<file path="src/hw/rtl/pvs_pkg.sv">
// shared types and constants for the periodic variable sampler
`timescale 1ns / 1ps
`default_nettype none
package pvs_pkg;

  // input kind codes
  localparam logic [2:0] KIND_REG   = 3'd0;
  localparam logic [2:0] KIND_CLEAR = 3'd1;
  localparam logic [2:0] KIND_START = 3'd2;
  localparam logic [2:0] KIND_STOP  = 3'd3;
  localparam logic [2:0] KIND_TICK  = 3'd4;

  // status codes
  localparam logic [1:0] ST_OK    = 2'd0;
  localparam logic [1:0] ST_FULL  = 2'd1;
  localparam logic [1:0] ST_EMPTY = 2'd2;

  // result kinds
  localparam logic RK_STATUS = 1'b0;
  localparam logic RK_SAMPLE = 1'b1;

  typedef enum logic [2:0] {
    OP_REG,
    OP_CLEAR,
    OP_START,
    OP_STOP,
    OP_TICK
  } op_e;

  typedef struct packed {
    op_e         op;
    logic [31:0] phase;
    logic [31:0] period;
    logic [31:0] addr;
    logic [15:0] size;
  } cmd_t;

  typedef struct packed {
    logic [31:0] phase;
    logic [31:0] period;
    logic [31:0] addr;
    logic [15:0] size;
  } row_t;

  typedef enum logic [2:0] {
    B_IDLE,
    B_RD,
    B_LD,
    B_DIV,
    B_CMP,
    B_FLUSH
  } back_e;

endpackage
`default_nettype wire

</file>
<file path="src/hw/rtl/pvs_front.sv">
// front end: accepts transactions, decodes the kind and queues commands
`timescale 1ns / 1ps
`default_nettype none
module pvs_front
  import pvs_pkg::*;
(
  input  wire logic        clk_i,
  input  wire logic        rst_ni,
  input  wire logic        in_valid_i,
  output logic             in_stall_o,
  input  wire logic [2:0]  kind_i,
  input  wire logic [31:0] phase_i,
  input  wire logic [31:0] period_i,
  input  wire logic [31:0] var_address_i,
  input  wire logic [15:0] var_size_i,
  output logic             cmd_valid_o,
  output cmd_t             cmd_o,
  input  wire logic        cmd_pop_i
);

  cmd_t       fifo_q [2];
  logic       wp_q, wp_d, rp_q, rp_d;
  logic [1:0] cnt_q, cnt_d;
  logic       known;
  logic       push;
  op_e        op;

  // kind decode, unknown kinds are dropped
  always_comb begin
    known = 1'b1;
    op    = OP_TICK;
    case (kind_i)
      KIND_REG:   op = OP_REG;
      KIND_CLEAR: op = OP_CLEAR;
      KIND_START: op = OP_START;
      KIND_STOP:  op = OP_STOP;
      KIND_TICK:  op = OP_TICK;
      default:    known = 1'b0;
    endcase
  end

  assign in_stall_o  = (cnt_q == 2'd2);
  assign push        = in_valid_i && !in_stall_o && known;
  assign cmd_valid_o = (cnt_q != 2'd0);
  assign cmd_o       = fifo_q[rp_q];

  // pointer and count update
  always_comb begin
    wp_d  = push ? ~wp_q : wp_q;
    rp_d  = cmd_pop_i ? ~rp_q : rp_q;
    cnt_d = cnt_q + {1'b0, push} - {1'b0, cmd_pop_i};
  end

  always_ff @(posedge clk_i or negedge rst_ni) begin
    if (!rst_ni) begin
      wp_q  <= 1'b0;
      rp_q  <= 1'b0;
      cnt_q <= 2'd0;
    end else begin
      wp_q  <= wp_d;
      rp_q  <= rp_d;
      cnt_q <= cnt_d;
    end
  end

  // queue storage
  always_ff @(posedge clk_i) begin
    if (push) begin
      fifo_q[wp_q] <= '{op: op, phase: phase_i, period: period_i,
                         addr: var_address_i, size: var_size_i};
    end
  end

endmodule
`default_nettype wire

</file>
<file path="config.mk">
export PLATFORM = sky130hd
export DESIGN_NAME = pvs_front
export DESIGN_NICKNAME = d
export VERILOG_FILES = /design/src/hw/rtl/pvs_pkg.sv /design/src/hw/rtl/pvs_front.sv
export SDC_FILE = /design/constraint.sdc
export NUM_CORES = 1
export LEC_CHECK = 0
export BUFFER_PORTS_ARGS = -buffer_cell sky130_fd_sc_hd__buf_2
export CORE_AREA = 3 3 191 193
export CTS_CLUSTER_SIZE = 16
export DETAILED_ROUTE_END_ITERATION = 12
export DIE_AREA = 0 0 194 196
export PLACE_DENSITY = 0.49
export SLEW_MARGIN = 20
export SYNTH_ARGS = -nofsm -noshare
export SYNTH_HDL_FRONTEND = slang
export SYNTH_SLANG_ARGS = --single-unit
</file>
<file path="constraint.sdc">
create_clock -name clk_i -period 7.5 [get_ports clk_i]
set_input_delay 0 -clock clk_i [delete_from_list [all_inputs] [get_ports clk_i]]
set_output_delay 0 -clock clk_i [all_outputs]
set_load 0.02 [all_outputs]
</file>
# After elaboration in Yosys (flattened, before gate mapping)

Memory sizes are Yosys's and may differ from the RTL's.
Cells that the tools add are included.

Bits of input ports: 119
Bits in writable memories: 230
Output and inout bits: 117
Flip-flop bits (word level): 4
Memories: 1
Word-level logic and storage cells: 23

Memory list:

| memory | words | bits a word | rd ports | clocked after Yosys merged registers in | write ports | RTL line        | RTL |
|---|---|---|---|---|---|---|---|
| fifo_q | 2     | 115         | 1        | 0                                       | 1           | pvs_front.sv:21 | `cmd_t fifo_q [2];` |

Multiplexer cells: 4
Add/subtract/negate cells: 2
Bitwise gates (word level): 2
Reductions and logical operators: 6
Eq/ne operators: 5

Operators by type and width:

| operator                                       | count |
|---|---|
| case mux 3 bit (4 select lines)                | 1 |
| == test 3 x 2 -> 1 bit (second input constant) | 2 |
| OR reduction 5 bit                             | 1 |
| == test 3 x 1 -> 1 bit (second input constant) | 1 |
| == test 3 bit (second input constant)          | 1 |
| zero test 3 bit                                | 1 |
| two-way mux 1 bit                              | 3 |
| adder 2 x 1 -> 2 bit                           | 1 |
| == test 2 bit (second input constant)          | 1 |
| logical AND 1 bit                              | 2 |
| NOT 1 bit                                      | 2 |
| nonzero test 2 bit                             | 1 |
| subtractor 2 x 1 -> 2 bit                      | 1 |
| zero test 1 bit                                | 1 |

# Logic depth before layout (Yosys ltp)

Word-level depth: 6
Gate-level depth with buffers: 7
Gate-level depth less buffers: 7

# Worst setup path after synthesis

No wires, ideal clock.

Kind: reg2reg
From: register cnt_q[1]
To: memory fifo_q[0][0] (netlist bit) (enable)
Path buffers: 0
Path slack: 1.269 ns
Required time: 6.909 ns
Cell stages (with the launch flop): 4
Clock period less this slack: 6.231 ns
Library setup time: 0.591 ns
Arrival time: 5.640 ns
Path through: dfrtp_1 > nor2b_1 > nand3b_1 > nor2_1

Word-level cells in the longest chain between the ends: 6

Ends and longest elaborated chain:

| item                                    | RTL line        | RTL |
|---|---|---|
| from (decl)                             | pvs_front.sv:23 | `logic [1:0] cnt_q, cnt_d;` |
| from (signal assigned)                  | pvs_front.sv:62 | `cnt_q <= cnt_d;` |
| == test 2 bit                           | pvs_front.sv:42 | `assign in_stall_o = (cnt_q == 2'd2);` |
| net in_stall_o                          | pvs_front.sv:10 | `output logic in_stall_o,` |
| zero test 1 bit                         | pvs_front.sv:43 | `assign push = in_valid_i && !in_stall_o && known;` |
| logical AND 1 bit (2 in series)         | pvs_front.sv:43 |  |
| two-way mux 1 bit                       | pvs_front.sv:68 | `if (push) begin` |
| two-way mux 1 bit (implied by the code) | pvs_front.sv:69 | `fifo_q[wp_q] <= '{op: op, phase: phase_i, period: period_i,` |
| to (decl)                               | pvs_front.sv:21 |  |

The timed path passes the listed nets, and every way through them passes these cells.

==> flow_summary_export.csv <==
group,metric,value,unit
placement,dpl_worst_slack,4630,ps
logic_synthesis,netlist.top_cell.by_area,"edfxtp_1",
floorplanning,die_width,194,um
layout,post_route_cells_drive_above_1_share,51.2,%
logic_synthesis,yosys.cell_types.count,16,
job,maxCapViolations,0,
sta,maxSlewHeadroom,32.4,%
sta,final_critical_path_setup_slack,4410,ps
global_route,grt_first_pass_wirelength,28800,um
run_status,outcome,"completed",
worst_setup_path,timing.setup.critical_path_class,"reg2out",
sta,timing.clock.skew,12.9,ps
layout,nNetsFinal,874,
route,drt_pass1_iterations,4,
logic_synthesis,synth_async_sr_flop_share,1.71,%
global_route,grt_start_max_net_pins,64,
route,detailedRoute.firstIterationViolations,148,
sta,rsz_0062_raised_after_global_routing,"false",
floorplanning,num_rows,68,
logic_synthesis,syn-instance-count,379,
logic_synthesis,ys_seq_area_share,80.8,%
power,p_leak,4.69,nW
logic_synthesis,ys_top_cells_by_area,"edfxtp_1 (80%), mux2_2 (9.7%), mux2_4 (6.9%)",
placement,place_hpwl,11600,um
worst_setup_path,cpLargestDelayFamily,"flip-flops",
logic_synthesis,synth_nets,500,
worst_setup_path,critical_path.n_buffers_inverters,2,
worst_setup_path,path_cells,"buf_4 > mux2_2 > buf_2",
sta,endpoints_failing_hold,0,
floorplanning,die_area,38000,sq um
layout,area.growth.synth_to_final,42.8,%
logic_synthesis,ys_warns,0,
worst_setup_path,crit_arrival,3090,ps
sta,final_max_slew_viol_count,0,
logic_synthesis,synth_edf_count,230,
worst_setup_path,crit_path_top_delay_cell,"dfrtp_4",
clocking,cts.path.max_buffers,3,
global_route,track_usage,9.53,%
floorplanning,io-pin-count,236,
route,routed_wirelength,19100,um
clocking,worst_skew_pair.late_latency,530,ps
worst_setup_path,critPathMaxStageDelay,1060,ps
logic_synthesis,post_synth_most_frequent_cells,"edfxtp_1 (230), mux2_2 (75), mux2_4 (40)",
logic_synthesis,syn_avg_cell_area,22.9,sq um
floorplanning,start_util,25.0,%
layout,n_antenna_cell,0,
hold_path,holdCritPathClass,"in2reg",
logic_synthesis,synthesis.area,8670,sq um
power,cellPowerDensity,345,nW/um^2
worst_setup_path,worstSetupEndpointType,"primary output",
clocking,cts_made_buffers,26,
global_route,grt_antenna_before_repair,0,
clocking,ctsHtreeMaxLevel,1,
clocking,clk_pin_slew_worst_paths,60,ps
route,drt-vias-per-instance,3.87,
logic_synthesis,post-synth-top-area-fraction,79.7,%
clocking,cts.sinks,234,
sta,fmax,324,MHz
sta,layout_worst_path_cycle_share,41.2,%
route,drc_errors,0,
route,detail-route-antenna-nets,0,
route,avgRoutedWirePerCell,15.6,um
clocking,cts_tree,"yes",
logic_synthesis,yosys.cell_count.top_type,"edfxtp_1",
global_route,first_global_vias,5104,
sta,timing.final.crit_period,3090,ps
sta,final.setup.tns,0,ps
clocking,postCtsResizedCells,0,
worst_setup_path,setup.worst_path.start_class,"flop",
logic_synthesis,synth.ff_latch_count,234,
global_route,global_route.overflow_total,0,
clocking,cts_root_buf,"clkbuf_16",
floorplanning,core,34700,sq um
route,via_count,4752,
sta,max_slew.worst_pin.slew,1010,ps
sta,finalSetupViolCount,0,
worst_setup_path,required,7500,ps
power,totalPowerFinal,0.00427,W
floorplanning,die-height,196,um
placement,globalplace.congestion,0.669,
placement,port_buffers,235,
logic_synthesis,ys.flop_type,"edfxtp_1",
worst_setup_path,cp_max_fo,63,
power,ir_drop,281,uV
-- worst reg2reg max path, cell delays in order (launching register included) --
cell,delay (ps)
dfrtp_1,390
nor2b_1,150
nand3b_1,320
nor2_4,510
buf_4,720
-- sequential cells by signal, indices dropped and copies added (netlist names) --
register  count
cnt_q         2
fifo_q      230
rp_q          1
wp_q          1
-- logic make-up (layout without fill, tap and decap cells) --
group | count (synthesis) | after routing | share of synthesized area [%]
flops | 234 | 234 | 80.8
mux | 115 | 115 | 16.7
buf+inv | 16 | 410 | 1.31
simple gates | 7 | 7 | 0.462
xor+xnor | 4 | 4 | 0.404
fa+ha+maj | 2 | 2 | 0.289
compound gates | 1 | 1 | 0.0577
-- per-layer routing --
layer	vias up	global-route usage, %	share of wire [%]	wire length, um
li1	2254	-	-	-
met1	2307	11.4	41	7850
met2	147	16.4	49	9440
met3	44	3.01	6.9	1320
met4	0	3.06	2.8	542
met5	-	0	0	0
-- final cells by class --
type | instances | area [sq um]
clock buffer | 32 | 694
clock inverter | 16 | 104
fill | 3312 | 22300
inverter | 2 | 7.51
multi-input combinational | 129 | 1570
sequential | 234 | 7010
tap | 455 | 569
timing repair buffer | 360 | 2430
-- power breakdown --
part           switching [W]  leakage, nW  internal [W]
clock network       0.000493        0.395      0.000688
registers           0.000119         2.16       0.00167
logic               0.000725         2.13      0.000578
-- through the flow --
| step | hold WS (ps) | util (%) | cell area (sq um) | instances |
|---|---|---|---|---|
| floorplan | -296 | - | 8670 | 379 |
| global placement | -185 | 29.9 | 10400 | 1060 |
| detailed placement | -188 | 29.9 | 10400 | 1060 |
| CTS | 141 | 35.6 | 12400 | 1227 |
| global route | 165 | 35.7 | 12400 | 1228 |
| finish | 187 | 35.7 | 12400 | 1228 |
-- final timing paths --
kind / startpoint / endpoint / slack, ps / cells past startpoint
max: rp_q / cmd_o[0] / 4410 / 3
min: period_i[25] / fifo_q[1][73] / 190 / 2
max reg2reg: cnt_q[1] / fifo_q[1][82] / 4950 / 4
min reg2reg: cnt_q[1] / cnt_q[1] / 480 / 1
max in group asynchronous: rst_ni / rp_q / 6930 / 3
min in group asynchronous: rst_ni / rp_q / 370 / 3
-- placed cells by master, fill, tap and decap left out --
master | Yosys | layout
clkinv_4 | 0 | 2
ha_1 | 2 | 2
edfxtp_1 | 230 | 230
nor2_4 | 0 | 2
buf_4 | 0 | 5
nand3b_1 | 1 | 1
clkinv_2 | 0 | 6
mux2_2 | 75 | 75
xor2_1 | 1 | 1
dfrtp_4 | 0 | 1
clkbuf_1 | 1 | 5
o21ai_0 | 1 | 1
nor2b_1 | 3 | 3
dlygate4sd3_1 | 0 | 119
clkinv_1 | 0 | 7
clkbuf_16 | 0 | 27
dfrtp_1 | 4 | 3
buf_2 | 7 | 235
or2_2 | 1 | 1
buf_16 | 0 | 1
inv_1 | 2 | 2
mux2_4 | 40 | 40
bufinv_16 | 0 | 1
xnor2_1 | 3 | 3
-- repair_timing --
action / 4_1_cts / 5_1_grt
buffers inserted: 0 / 0
endpoints found under the hold margin: 238 / 0
hold buffers: 119 / 0
Note: power is estimated with default switching activity, not from simulation.
